`src/design/bcd_pkg.sv`:
```
// shared types and constants for the button click and hold detector
package bcd_pkg;

  // event codes carried on the result channel
  typedef enum logic [2:0] {
    EV_PRESS   = 3'd0,
    EV_RELEASE = 3'd1,
    EV_SINGLE  = 3'd2,
    EV_DOUBLE  = 3'd3,
    EV_TRIPLE  = 3'd4,
    EV_QUAD    = 3'd5,
    EV_FIVE    = 3'd6,
    EV_LONG    = 3'd7
  } event_e;

  // configuration register indexes
  localparam logic [1:0] REG_BURST_WAIT = 2'd0;
  localparam logic [1:0] REG_LONG_PRESS = 2'd1;
  localparam logic [1:0] REG_HOLD_CAP   = 2'd2;
  localparam logic [1:0] REG_SUPPRESS   = 2'd3;

  // register reset values
  localparam logic [9:0] BURST_WAIT_RST = 10'd70;
  localparam logic [9:0] LONG_PRESS_RST = 10'd300;
  localparam logic [9:0] HOLD_CAP_RST   = 10'd1000;

  localparam logic [2:0] CLICK_MAX = 3'd7;
  localparam logic [2:0] CLICK_FIVE = 3'd5;

  typedef struct packed {
    logic [9:0] burst_wait;
    logic [9:0] long_press;
    logic [9:0] hold_cap;
    logic       suppress;
  } cfg_t;

  typedef struct packed {
    logic       prev_pressed;
    logic       debounce_seen;
    logic       conf_pressed;
    logic       rep_pressed;
    logic [9:0] hold_count;
    logic [2:0] click_count;
    logic [9:0] burst_timer;
  } state_t;

  typedef struct packed {
    event_e     code;
    logic [9:0] hold;
    logic       last;
  } result_t;

endpackage

```
`src/design/button_click_and_hold_detector.sv`:
```
// top level of the button click and hold detector
//
// channel   direction  handshake                   payload
// tick      in         in_valid_i / in_stall_o     button_level_i
// event     out        out_valid_o / out_stall_i   event_code_o, hold_ticks_o, last_of_tick_o
// config    in         psel / penable / pwrite     paddr, pwdata, prdata
//
// a tick is taken into the input register, and the state update then writes its zero
// to two events into a four-entry queue; events leave one per cycle while the receiver
// does not stall, and the sustained rate is one tick per cycle while each tick causes one
// event, lower when ticks cause two. the input register holds while the queue lacks
// room for two events. reset restores register defaults.
module button_click_and_hold_detector (
  input  logic        clk_i,
  input  logic        rst_ni,
  input  logic        in_valid_i,
  output logic        in_stall_o,
  input  logic        button_level_i,
  output logic        out_valid_o,
  input  logic        out_stall_i,
  output logic [2:0]  event_code_o,
  output logic [9:0]  hold_ticks_o,
  output logic        last_of_tick_o,
  input  logic        psel,
  input  logic        penable,
  input  logic        pwrite,
  input  logic [3:0]  paddr,
  input  logic [31:0] pwdata,
  output logic [31:0] prdata,
  output logic        pready
);
  import bcd_pkg::*;

  cfg_t          cfg_q, cfg_d;
  state_t        state_q, state_d, state_nx;
  logic          in_valid_q, in_valid_d;
  logic          level_q;
  logic          load;
  logic          drain;
  logic          space2;
  logic          suppress_clr;
  logic [1:0]    res_cnt;
  logic [1:0]    push_cnt;
  result_t [1:0] res;
  result_t       head;
  logic          cfg_wr;

  assign pready = 1'b1;
  assign cfg_wr = psel && penable && pwrite && pready;

  // input register handshake
  assign drain      = in_valid_q && space2;
  assign in_stall_o = in_valid_q && !space2;
  assign load       = in_valid_i && !in_stall_o;
  assign in_valid_d = load || (in_valid_q && !drain);

  always_ff @(posedge clk_i or negedge rst_ni) begin
    if (!rst_ni) begin
      in_valid_q <= 1'b0;
    end else begin
      in_valid_q <= in_valid_d;
    end
  end

  always_ff @(posedge clk_i) begin
    if (load) begin
      level_q <= button_level_i;
    end
  end

  // tick update
  bcd_step u_step (
    .level_i        (level_q),
    .cfg_i          (cfg_q),
    .state_i        (state_q),
    .state_o        (state_nx),
    .suppress_clr_o (suppress_clr),
    .res_cnt_o      (res_cnt),
    .res_o          (res)
  );

  assign state_d  = drain ? state_nx : state_q;
  assign push_cnt = drain ? res_cnt : 2'd0;

  always_ff @(posedge clk_i or negedge rst_ni) begin
    if (!rst_ni) begin
      state_q <= '0;
    end else begin
      state_q <= state_d;
    end
  end

  // configuration registers
  always_comb begin
    cfg_d = cfg_q;
    if (drain && suppress_clr) begin
      cfg_d.suppress = 1'b0;
    end
    if (cfg_wr) begin
      case (paddr[3:2])
        REG_BURST_WAIT: cfg_d.burst_wait = pwdata[9:0];
        REG_LONG_PRESS: cfg_d.long_press = pwdata[9:0];
        REG_HOLD_CAP:   cfg_d.hold_cap   = pwdata[9:0];
        REG_SUPPRESS:   cfg_d.suppress   = pwdata[0];
        default:        cfg_d            = cfg_q;
      endcase
    end
  end

  always_ff @(posedge clk_i or negedge rst_ni) begin
    if (!rst_ni) begin
      cfg_q.burst_wait <= BURST_WAIT_RST;
      cfg_q.long_press <= LONG_PRESS_RST;
      cfg_q.hold_cap   <= HOLD_CAP_RST;
      cfg_q.suppress   <= 1'b0;
    end else begin
      cfg_q <= cfg_d;
    end
  end

  // register read back
  always_comb begin
    case (paddr[3:2])
      REG_BURST_WAIT: prdata = {22'd0, cfg_q.burst_wait};
      REG_LONG_PRESS: prdata = {22'd0, cfg_q.long_press};
      REG_HOLD_CAP:   prdata = {22'd0, cfg_q.hold_cap};
      REG_SUPPRESS:   prdata = {31'd0, cfg_q.suppress};
      default:        prdata = '0;
    endcase
  end

  // result queue
  bcd_outq u_outq (
    .clk_i       (clk_i),
    .rst_ni      (rst_ni),
    .push_cnt_i  (push_cnt),
    .push_data_i (res),
    .space2_o    (space2),
    .valid_o     (out_valid_o),
    .stall_i     (out_stall_i),
    .data_o      (head)
  );

  assign event_code_o   = head.code;
  assign hold_ticks_o   = head.hold;
  assign last_of_tick_o = head.last;

endmodule

```
`src/design/bcd_step.sv`:
```
// per-tick update of the detector state and the results of one tick
module bcd_step (
  input  logic                   level_i,
  input  bcd_pkg::cfg_t          cfg_i,
  input  bcd_pkg::state_t        state_i,
  output bcd_pkg::state_t        state_o,
  output logic                   suppress_clr_o,
  output logic [1:0]             res_cnt_o,
  output bcd_pkg::result_t [1:0] res_o
);
  import bcd_pkg::*;

  logic        changed;
  logic [10:0] hold_inc;
  logic [1:0]  n;

  always_comb begin
    state_o        = state_i;
    suppress_clr_o = 1'b0;
    changed        = 1'b0;
    n              = 2'd0;
    hold_inc       = {1'b0, state_i.hold_count} + 11'd1;
    res_o          = '0;

    // burst timer countdown and multi-click report
    if (state_i.burst_timer != '0) begin
      state_o.burst_timer = state_i.burst_timer - 10'd1;
      if (state_o.burst_timer == '0) begin
        if (state_i.click_count >= 3'd1 && state_i.click_count <= 3'd4) begin
          // single click code sits one above a click count of one
          res_o[n[0]].code = event_e'(state_i.click_count + 3'd1);
          n = n + 2'd1;
        end
        state_o.click_count = '0;
      end
    end

    // debounce
    if (!level_i) begin
      state_o.conf_pressed  = 1'b0;
      state_o.prev_pressed  = 1'b0;
      state_o.debounce_seen = 1'b0;
      changed               = state_i.rep_pressed;
    end else if (!state_i.prev_pressed) begin
      state_o.prev_pressed  = 1'b1;
      state_o.debounce_seen = 1'b0;
    end else if (!state_i.debounce_seen) begin
      state_o.debounce_seen = 1'b1;
      state_o.conf_pressed  = 1'b1;
      changed               = 1'b1;
    end

    // press, release and hold handling
    if (changed) begin
      if (state_o.conf_pressed) begin
        res_o[n[0]].code = EV_PRESS;
        n = n + 2'd1;
        if (state_o.click_count < CLICK_MAX) begin
          state_o.click_count = state_o.click_count + 3'd1;
          if (state_o.click_count == CLICK_FIVE) begin
            res_o[n[0]].code = EV_FIVE;
            n = n + 2'd1;
          end
        end
      end else begin
        if (!cfg_i.suppress) begin
          res_o[n[0]].code = EV_RELEASE;
          res_o[n[0]].hold = state_i.hold_count;
          n = n + 2'd1;
        end
        state_o.burst_timer = cfg_i.burst_wait;
        state_o.hold_count  = '0;
        suppress_clr_o      = 1'b1;
      end
      state_o.rep_pressed = state_o.conf_pressed;
    end else if (state_o.conf_pressed) begin
      if (hold_inc > {1'b0, cfg_i.hold_cap}) begin
        state_o.hold_count = cfg_i.hold_cap;
      end else begin
        state_o.hold_count = hold_inc[9:0];
        if (hold_inc == {1'b0, cfg_i.long_press}) begin
          res_o[n[0]].code    = EV_LONG;
          n                   = n + 2'd1;
          state_o.click_count = '0;
          state_o.burst_timer = '0;
        end
      end
    end else begin
      state_o.hold_count = '0;
    end

    // mark the final result of the tick
    if (n != 2'd0) begin
      res_o[n[1]].last = 1'b1;
    end
  end

  assign res_cnt_o = n;

endmodule

```
`src/design/bcd_outq.sv`:
```
// four-entry result queue, two writes and one read per cycle
module bcd_outq (
  input  logic                   clk_i,
  input  logic                   rst_ni,
  input  logic [1:0]             push_cnt_i,
  input  bcd_pkg::result_t [1:0] push_data_i,
  output logic                   space2_o,
  output logic                   valid_o,
  input  logic                   stall_i,
  output bcd_pkg::result_t       data_o
);
  import bcd_pkg::*;

  result_t    entry_q [4];
  logic [1:0] wr_ptr_q, wr_ptr_d;
  logic [1:0] rd_ptr_q, rd_ptr_d;
  logic [2:0] count_q, count_d;
  logic       pop;

  assign valid_o  = count_q != 3'd0;
  assign data_o   = entry_q[rd_ptr_q];
  assign pop      = valid_o && !stall_i;
  assign space2_o = count_q <= 3'd2;

  // pointer and fill count
  always_comb begin
    wr_ptr_d = wr_ptr_q + push_cnt_i;
    rd_ptr_d = rd_ptr_q + {1'b0, pop};
    count_d  = count_q + {1'b0, push_cnt_i} - {2'b0, pop};
  end

  always_ff @(posedge clk_i or negedge rst_ni) begin
    if (!rst_ni) begin
      wr_ptr_q <= '0;
      rd_ptr_q <= '0;
      count_q  <= '0;
    end else begin
      wr_ptr_q <= wr_ptr_d;
      rd_ptr_q <= rd_ptr_d;
      count_q  <= count_d;
    end
  end

  // entry storage
  always_ff @(posedge clk_i) begin
    if (push_cnt_i != 2'd0) begin
      entry_q[wr_ptr_q] <= push_data_i[0];
    end
    if (push_cnt_i == 2'd2) begin
      entry_q[wr_ptr_q + 2'd1] <= push_data_i[1];
    end
  end

endmodule

```
`config.mk`:
```
export PLATFORM = sky130hd
export DESIGN_NAME = button_click_and_hold_detector
export DESIGN_NICKNAME = d
export VERILOG_FILES = /design/src/design/bcd_pkg.sv /design/src/design/button_click_and_hold_detector.sv /design/src/design/bcd_step.sv /design/src/design/bcd_outq.sv
export SDC_FILE = /design/constraint.sdc
export NUM_CORES = 1
export LEC_CHECK = 0
export BUFFER_PORTS_ARGS = -buffer_cell sky130_fd_sc_hd__buf_2
export CORE_MARGIN = 10
export CORE_UTILIZATION = 40
export CTS_CLUSTER_DIAMETER = 200
export CTS_CLUSTER_SIZE = 12
export DETAILED_ROUTE_END_ITERATION = 6
export GPL_TIMING_DRIVEN = 0
export PLACE_DENSITY = 0.65
export SLEW_MARGIN = 20
export SYNTH_ARGS = -nofsm -noshare
export SYNTH_HDL_FRONTEND = slang
export SYNTH_SLANG_ARGS = --single-unit
export TNS_END_PERCENT = 10
```
`constraint.sdc`:
```
create_clock -name clk_i -period 7.8 [get_ports clk_i]
set_clock_uncertainty 0.15 [all_clocks]
set_input_delay 0 -clock clk_i [delete_from_list [all_inputs] [get_ports clk_i]]
set_output_delay 0 -clock clk_i [all_outputs]
set_load 0.02 [all_outputs]
```
==> run metrics, run 1 <==
simple logic cell fraction of the synthesized area 0.1580; clock root buffer clkbuf_16; Synth area leaders edfxtp_1 (23%), dfrtp_1 (18%), mux2i_1 (4.8%); most frequent cells in the layout nand2_1 (75), edfxtp_1 (57), dfrtp_1 (53); Area growth, synth to finish 20.55%; synth warn 0; Net Sw Power 1.043 mW; Final GP Congestion 0.8529; Final period util 0.6860; min cycle time layout 5.351 ns; share of the synthesized area in the top cell type 0.2321; cts repair resizes 0; Max IR drop VDD 215.4 uV; final hold violation count 0; placed inst area 8024 um2; most common cell after layout, fill and taps aside nand2_1; Post-Synth XOR/XNOR Area 0.03868; DRC 0; n_diodes 0; CP Launch Type flip-flop; row cnt 49; ys async rst share 0.5366; Clock Power Share 0.288; setup_tns 0 ns; Syn Area/Cell 10.55 um2; power consumption 2.795 mW; unrepaired setup endpoints after global routing no; # setup viols final 0; CTS Buffer Depth 2; CP Capture Type flip-flop; clock sink total 123; leak pwr 3.694 nW; Final #Nets 885; Yosys reg bits 123; worst slew pin tran 1.060 ns; ANT nets after route 0; cts hold-fix bufs 26; GRT Residual Overflow 0; cell area after layout 8890 um2; largest family of logic cells by synthesized area simple AND/OR/NAND/NOR gates; Cell Pwr Density 314.4 nW/um2; total global-route track usage 0.1536; Final Slew Violations 0; HP Class input pin to flip-flop; final wirelength 18380 um; count of cell types in the netlist 68; max-cap violations 0; final hold slack 0.06219 ns; Detailed Place HPWL 13360 um; Post-CTS Setup Bufs 0; critical path type flip-flop to flip-flop; Most used DFF post-synth edfxtp_1; CTS clock-pin slew for the worst setup and hold paths 0.06 ns; crit-path max FO 9; DIE AREA 24270 um2; register area share after synthesis 0.4583; worst path required time 7.78 ns; Compound-Gate Fraction of Synth Area 0.1111; sequential power share 0.353; Detailed Route Iter0 Violations 449; cell area after synthesis 7375 um2; CTS Buf Count 17; layout cells sized above 1 0.2094; DR pass1 iterations 5; Post-Syn Instances 699; combinational power share 0.359; Via Count 5672; multiplexer area fraction after synthesis 0.1269; Die H 155.8 um; CTS tree yes; H-tree depth 4; wire length of the first global-routing pass 29860 um; worst skew pair latency 0.43 ns; initial antenna violation count 0; I/O Pins 93; Synth area leader edfxtp_1; Layout Utilization 0.4932; Int Pwr 1.752 mW; die span in x 155.8 um; Starting Density 0.4091; wire per inst 17.42 um; fmax 186.9 MHz; sw frac 0.3731; slew margin rel. 0.2885; vias per inst 5.376; PortBufs 45; status finished clean; EDFF count, synth 57; worst path arrival time 5.33 ns; pin count of the biggest net entering global routing 48; adder-cell share of the synthesized area 0.04852; vias in the first global route 5654; Core ar. 18020 um2
==> Yosys cell counts (18+ instances only) <==
library cell,number
mux2_2,22
o21ai_0,45
xnor2_1,18
clkbuf_1,24
inv_1,27
nor2_1,51
dfrtp_1,53
edfxtp_1,57
mux2i_1,35
ha_1,27
nand3_1,32
buf_4,24
a21oi_1,23
nand2_1,75
==> routing by layer <==
| metal | track usage | vias to the layer above | routed length [um] |
|---|---|---|---|
| met3 | 0.04384 | 28 | 1008 |
| li1 | - | 2727 | - |
| met2 | 0.2410 | 158 | 8675 |
| met1 | 0.1991 | 2759 | 8369 |
| met5 | 0 | - | 0 |
| met4 | 0.05125 | 0 | 321 |
==> area by class of cell <==
type | count | area (um2)
buffer | 57 | 322.8
clock buffer | 18 | 429.2
clock inverter | 14 | 168.9
fill | 1662 | 9135
inverter | 27 | 101.3
multi-input combinational | 513 | 3667
sequential | 123 | 3379
tap | 229 | 286.5
timing repair buffer | 74 | 534.3
==> sequential cells by signal (all words and copies together) (netlist names) <==
signal           flops
in_valid_q           1
cfg_q               31
level_q              1
u_outq.rd_ptr_q      2
state_q             27
u_outq.wr_ptr_q      2
u_outq.count_q       3
u_outq.entry_q      56
==> kinds of logic (layout without fill, tap and decap cells) <==
logic type                 count (synthesis)  after routing
xor gates and xnor gates                  30             30
adders and majority gates                 28             28
and+or+nand+nor                          237            237
AOI/OAI and AO/OA                        123            123
DFF                                      123            123
other                                      2             23
muxes                                     72             72
buffers and inverters                     84            190
==> power groups by stage <==
stage                     clock, mW  combinational, mW  sequential, mW
after floorplan                   0              0.738           0.946
after global placement            0              0.973           0.994
after detailed placement          0               1.00           0.998
after CTS                     0.814               1.01           0.987
after global routing          0.848               1.12            1.01
final                         0.805               1.00           0.988
==> path summary, 6_finish.rpt <==
kind,from,end,slack (ns),depth (start not counted)
min in group asynchronous,rst_ni,cfg_q[27],0.53,3
max in group asynchronous,rst_ni,state_q[19],5.90,4
hold / removal,paddr[3],cfg_q[1],0.06,4
hold reg to reg,state_q[26],state_q[26],0.34,2
setup / recovery,state_q[0],u_outq.entry_q[1][3],2.45,17
setup reg to reg,state_q[0],u_outq.entry_q[1][3],2.45,17
==> worst max-delay path, stage by stage (launching register included) <==
cell	delay [ns]
dfrtp_1	0.45
inv_1	0.11
ha_1	0.24
or4b_1	0.56
xnor2_1	0.18
o31ai_2	0.42
nand2_1	0.17
nand2_1	0.14
inv_1	0.07
ha_1	0.24
nand2b_1	0.15
mux2_2	0.31
ha_1	0.30
a31oi_2	0.26
nand2_2	0.18
o21a_1	0.23
nor3_2	0.57
buf_4	0.31
==> per-stage QoR <==
stage	std cells	worst slack [ns]
finish	1055	2.449
global placement	994	1.384
detailed placement	997	2.498
CTS	1055	2.480
floorplan	720	2.613
global route	1055	2.190
No activity file was read; power rests on OpenSTA's default activity.
==> inputs of run 2 (changes only) <==
- PLACE_DENSITY: 0.65 -> 0.67
- clock period: 7.8 -> 4.7 ns (I/O delays scaled with it)
==> run 2 against run 1 <==
Die area is the same. Critical path depth grew 1. Count of clock-buffer cells in the layout shrank 1. Sequential power grew 67%. Hold slack lost 0.044 ns. Largest cell class unchanged.
==> run metrics, run 2 (synthesis gave the netlist of run 1 again) <==
total global-route track usage 0.1541; final wirelength 18460 um; CTS Buf Count 17; placed inst area 8010 um2; final hold slack 0.01804 ns; CTS Buffer Depth 2; Max IR drop VDD 341.6 uV; CTS tree yes; leak pwr 3.704 nW; Reg2Reg Setup Slack 0.23 ns; Place WS -0.5937 ns; GRT Residual Overflow 0; Reg2Reg Depth 18; HP Class input pin to flip-flop; Die H 155.8 um; initial antenna violation count 0; Cell Pwr Density 516.1 nW/um2; CP max-delay cell or4b_4; vias in the first global route 5661; global routing usage on met1 0.2056; reg2reg end u_outq.entry_q[0][12]; Final #Nets 887; most common cell after layout, fill and taps aside nand2_1; FILL cells 1646; status finished clean; CP Capture Type flip-flop; # setup viols final 0; worst r2r src state_q[0]; Area growth, synth to finish 22.16%; most flop-heavy register u_outq.entry_q; row cnt 49; most frequent cells in the layout nand2_1 (71), edfxtp_1 (57), dfrtp_1 (52); power consumption 4.649 mW; ANT nets after route 0; Final Slew Violations 0; layout cells sized above 1 0.2355; top flop regs u_outq.entry_q x56, cfg_q x31, state_q x27; H-tree depth 4; worst skew pair latency 0.43 ns; vias per inst 5.436; placed cell count 995; GRT met2 Usage 0.2362; cell area after layout 9009 um2; clock root buffer clkbuf_16; clock sink total 123; sink of the worst hold path cfg_q[1]; slew margin rel. 0.3556; PortBufs 45; Layout Cells excl Fill 1057; Hold Crit Depth 3; I/O Pins 93; wire length of the first global-routing pass 30070 um; worst path arrival time 4.50 ns; pin count of the biggest net entering global routing 35; CP Launch Type flip-flop; busiest layer in global routing met2; worst slew pin tran 0.9634 ns; DIE AREA 24270 um2; Setup WS post-layout 0.2307 ns; final hold violation count 0; Final period util 0.9509; met3 usage 0.04025; Via Count 5746; CTS clock-pin slew for the worst setup and hold paths 0.06 ns; setup_tns 0 ns; Detailed Route Iter0 Violations 424; Final GP Congestion 0.8608; DR pass1 iterations 5; hold_sp paddr[2]; Detailed Place HPWL 13040 um; Starting Density 0.4091; min cycle time layout 4.469 ns; critical path type flip-flop to flip-flop; DRC 0; wire per inst 17.46 um; n_diodes 0; crit-path max FO 11; crit-path cells inv_1, ha_4, or4b_4, xnor2_1, o31ai_4, nand2_2, nand2_2, inv_1, ha_1, nand2b_1, mux2_2, ha_1, a31oi_4, nand2_4, and3_1, buf_6, buf_6, a21o_4; Layout Utilization 0.4998; max-cap violations 0; Core ar. 18020 um2; Crit path largest cell delay 0.50 ns; Largest register FFs 56; worst path required time 4.73 ns; fmax 223.8 MHz; die span in x 155.8 um
[run 2: changes by cell type in the layout (fill, tap and decap cells not counted), sizes merged]
cell / before / now
buf: 81 / 86
dlygate4sd3: 26 / 24
clkinv: 6 / 8
inv: 31 / 32
a21o: 5 / 6
clkbuf: 42 / 39
bufinv: 3 / 1
[run 2: worst max-delay path by stage]
stage	endpoint	slack (ns)	startpoint
after global routing	u_outq.count_q[2]	-0.01	state_q[0]
final	u_outq.entry_q[0][12]	0.23	state_q[0]
after global placement	u_outq.entry_q[1][10]	-0.83	state_q[0]
after CTS	u_outq.entry_q[0][12]	0.02	state_q[0]
after floorplan	u_outq.entry_q[1][0]	-0.02	state_q[0]
after detailed placement	u_outq.entry_q[3][6]	-0.59	state_q[0]
[run 2: timing repair]
item | in CTS | in global routing
hold endpoints to repair | 103 | 0
hold buffers | 24 | 0
endpoints found under the setup margin | 97 | 110
gates resized for setup | 10 | 16
setup buffers | 3 | 4
cloned | 0 | 1
pin swaps | 3 | 3
[run 2: power by group]
part           switching [mW]  internal, mW  leakage [nW]  total (mW)
clock network           0.523         0.734         0.276        1.26
logic                    1.03         0.714          2.12        1.75
registers               0.236          1.41          1.31        1.65
[run 2: cell type report]
class                      count  area [um2]  share of cell area
clock inverter                15       140.1             0.01556
sequential                   123        3381              0.3753
inverter                      27       101.3             0.01125
buffer                        55       315.3             0.03500
clock buffer                  17       425.4             0.04722
timing repair buffer          77       565.5             0.06278
tap                          229       286.5             0.03181
multi-input combinational    514        3794              0.4211
[run 2: per-layer routing]
metal	wire (um)	share of wire	vias to the layer above
met5	0	0	-
li1	-	-	2740
met1	8508	0.46	2798
met2	8506	0.46	186
met3	1185	0.064	22
met4	255	0.014	0
[run 2: critical path, delay by kind of cell (launching register included)]
family	cells	cell delay, ns
adders and majority gates	3	0.72
muxes	1	0.31
xor gates and xnor gates	1	0.18
and+or+nand+nor	6	1.20
DFF	1	0.45
AOI/OAI and AO/OA	3	0.70
buffers and inverters	4	0.49
==> inputs of run 3 (changes only) <==
- CAP_MARGIN: default -> 10
- GPL_ROUTABILITY_DRIVEN: default -> 0
- PLACE_DENSITY: 0.67 -> 0.66
==> run 3 against run 2 <==
Via count fell by 0.85%. Final cell count barely moved. Die area did not move. Design area fell by 0.33%. First-iteration DRC count fell by 14%. Critical path type unchanged. Non-clock buffer count rose by 1. Sequential share of layout area rose by 0.14 points. Power fell by 0.62%. Largest cell class unchanged.
==> run metrics, run 3 (synthesis gave the netlist of run 1 again) <==
status finished clean; placed inst area 8010 um2; most flop-heavy register u_outq.entry_q; clock root buffer clkbuf_16; Max IR drop VDD 337.5 uV; CTS Buffer Depth 2; CP max-delay cell or4b_4; final wirelength 18590 um; CTS Buf Count 17; worst skew pair latency 0.43 ns; DRC 0; leak pwr 3.680 nW; Starting Density 0.4091; crit-path cells inv_2, ha_4, or4b_4, xnor2_1, o31ai_4, nand2_2, nand2_2, inv_1, ha_1, nand2b_1, mux2_2, ha_1, nor2_1, nand2_2, a21o_1, ha_1, inv_1, fa_1, xnor2_1; critical path type flip-flop to flip-flop; row cnt 49; clock sink total 123; DIE AREA 24270 um2; Core ar. 18020 um2; pin count of the biggest net entering global routing 37; HP Class input pin to flip-flop; n_diodes 0; final hold slack 0.1443 ns; crit-path max FO 7; cell family with most CP delay adder cells; area of the multi-input gates 3766 um2; CP Launch Type flip-flop; wire per inst 17.61 um; worst path required time 4.86 ns; H-tree depth 4; wire length of the first global-routing pass 29810 um; CTS tree yes; Final #Nets 887; layout cells sized above 1 0.2370; worst path bufs/invs 3; Final period util 0.9575; Final Slew Violations 0; GRT Residual Overflow 0; most common cell after layout, fill and taps aside nand2_1; Area growth, synth to finish 21.75%; worst slew pin tran 0.8511 ns; power consumption 4.621 mW; I/O Pins 93; vias per inst 5.395; FILL cells 1656; Register Area 3382 um2; max-cap violations 0; ANT nets after route 0; Cell Pwr Density 514.6 nW/um2; top flop regs u_outq.entry_q x56, cfg_q x31, state_q x27; CTS clock-pin slew for the worst setup and hold paths 0.06 ns; Largest register FFs 56; final hold violation count 0; Detailed Place HPWL 13200 um; Via Count 5697; total global-route track usage 0.1537; Detailed Route Iter0 Violations 366; worst path arrival time 4.66 ns; fmax 222.2 MHz; CP Capture Type flip-flop; setup_tns 0 ns; die span in x 155.8 um; Die H 155.8 um; Crit path largest cell delay 0.50 ns; PortBufs 45; Layout Cells excl Fill 1056; # setup viols final 0; vias in the first global route 5624; initial antenna violation count 0; min cycle time layout 4.500 ns; slew margin rel. 0.4326; most frequent cells in the layout nand2_1 (71), edfxtp_1 (57), nor2_1 (51), dfrtp_1 (51), buf_2 (48); placed cell count 995; DR pass1 iterations 5; cell area after layout 8979 um2
[run 3: changes by cell type in the layout (fill, tap and decap cells not counted), moves of 2 or more]
cell        previous run  this run
clkinv_2               1         3
clkinvlp_4             1         3
inv_1                 27        24
inv_2                  0         2
inv_6                  4         2
[run 3: area by class of cell]
type / instances / area share
clock inverter: 14 / 0.01394
sequential: 123 / 0.3767
timing repair buffer: 78 / 0.06382
clock buffer: 17 / 0.04738
multi-input combinational: 513 / 0.4195
inverter: 27 / 0.01171
buffer: 55 / 0.03512
tap: 229 / 0.03191
[run 3: path summary, 6_finish.rpt]
check	start	end	slack, ns	cells past startpoint
worst max register to register	state_q[0]	u_outq.count_q[2]	0.20	19
min in group asynchronous	rst_ni	cfg_q[6]	0.54	3
max in group asynchronous	rst_ni	state_q[14]	3.28	4
worst min register to register	state_q[26]	state_q[26]	0.35	2
worst max-delay path	state_q[0]	u_outq.count_q[2]	0.20	19
worst min-delay path	button_level_i	level_q	0.14	2
[run 3: repair_timing]
| item | 4_1_cts | 5_1_grt |
|---|---|---|
| buffers inserted | 4 | 2 |
| hold buffers | 26 | 0 |
| pin swaps | 3 | 2 |
| setup endpoints to repair | 97 | 111 |
| endpoints found under the hold margin | 104 | 0 |
| resized for setup | 8 | 18 |
[run 3: where the power goes]
part           internal (mW)  leakage (nW)  switching (mW)
Combinational          0.710          2.10            1.02
Clock                  0.724         0.267           0.510
Sequential              1.41          1.31           0.242
[run 3: metrics by stage]
step	utilization	worst slack, ns
after CTS	0.4944	0.01189
after floorplan	-	-0.01893
final	0.4981	0.1999
after global routing	0.4981	-0.01784
after global placement	0.4428	-0.7369
after detailed placement	0.4444	-0.5595
[run 3: layer usage]
metal / vias to the layer above / part of all wire / track usage
li1: 2737 / - / -
met1: 2761 / 0.46 / 0.1998
met2: 169 / 0.46 / 0.2406
met3: 30 / 0.054 / 0.03419
met4: 0 / 0.020 / 0.06640
met5: - / 0 / 0
[run 3: worst reg2reg max path, cell delays in order, from the launching register on]
cell,delay [ns]
dfrtp_2,0.45
inv_2,0.10
ha_4,0.16
or4b_4,0.50
xnor2_1,0.18
o31ai_4,0.26
nand2_2,0.12
nand2_2,0.12
inv_1,0.06
ha_1,0.24
nand2b_1,0.15
mux2_2,0.31
ha_1,0.20
nor2_1,0.15
nand2_2,0.12
a21o_1,0.23
ha_1,0.29
inv_1,0.05
fa_1,0.43
xnor2_1,0.13
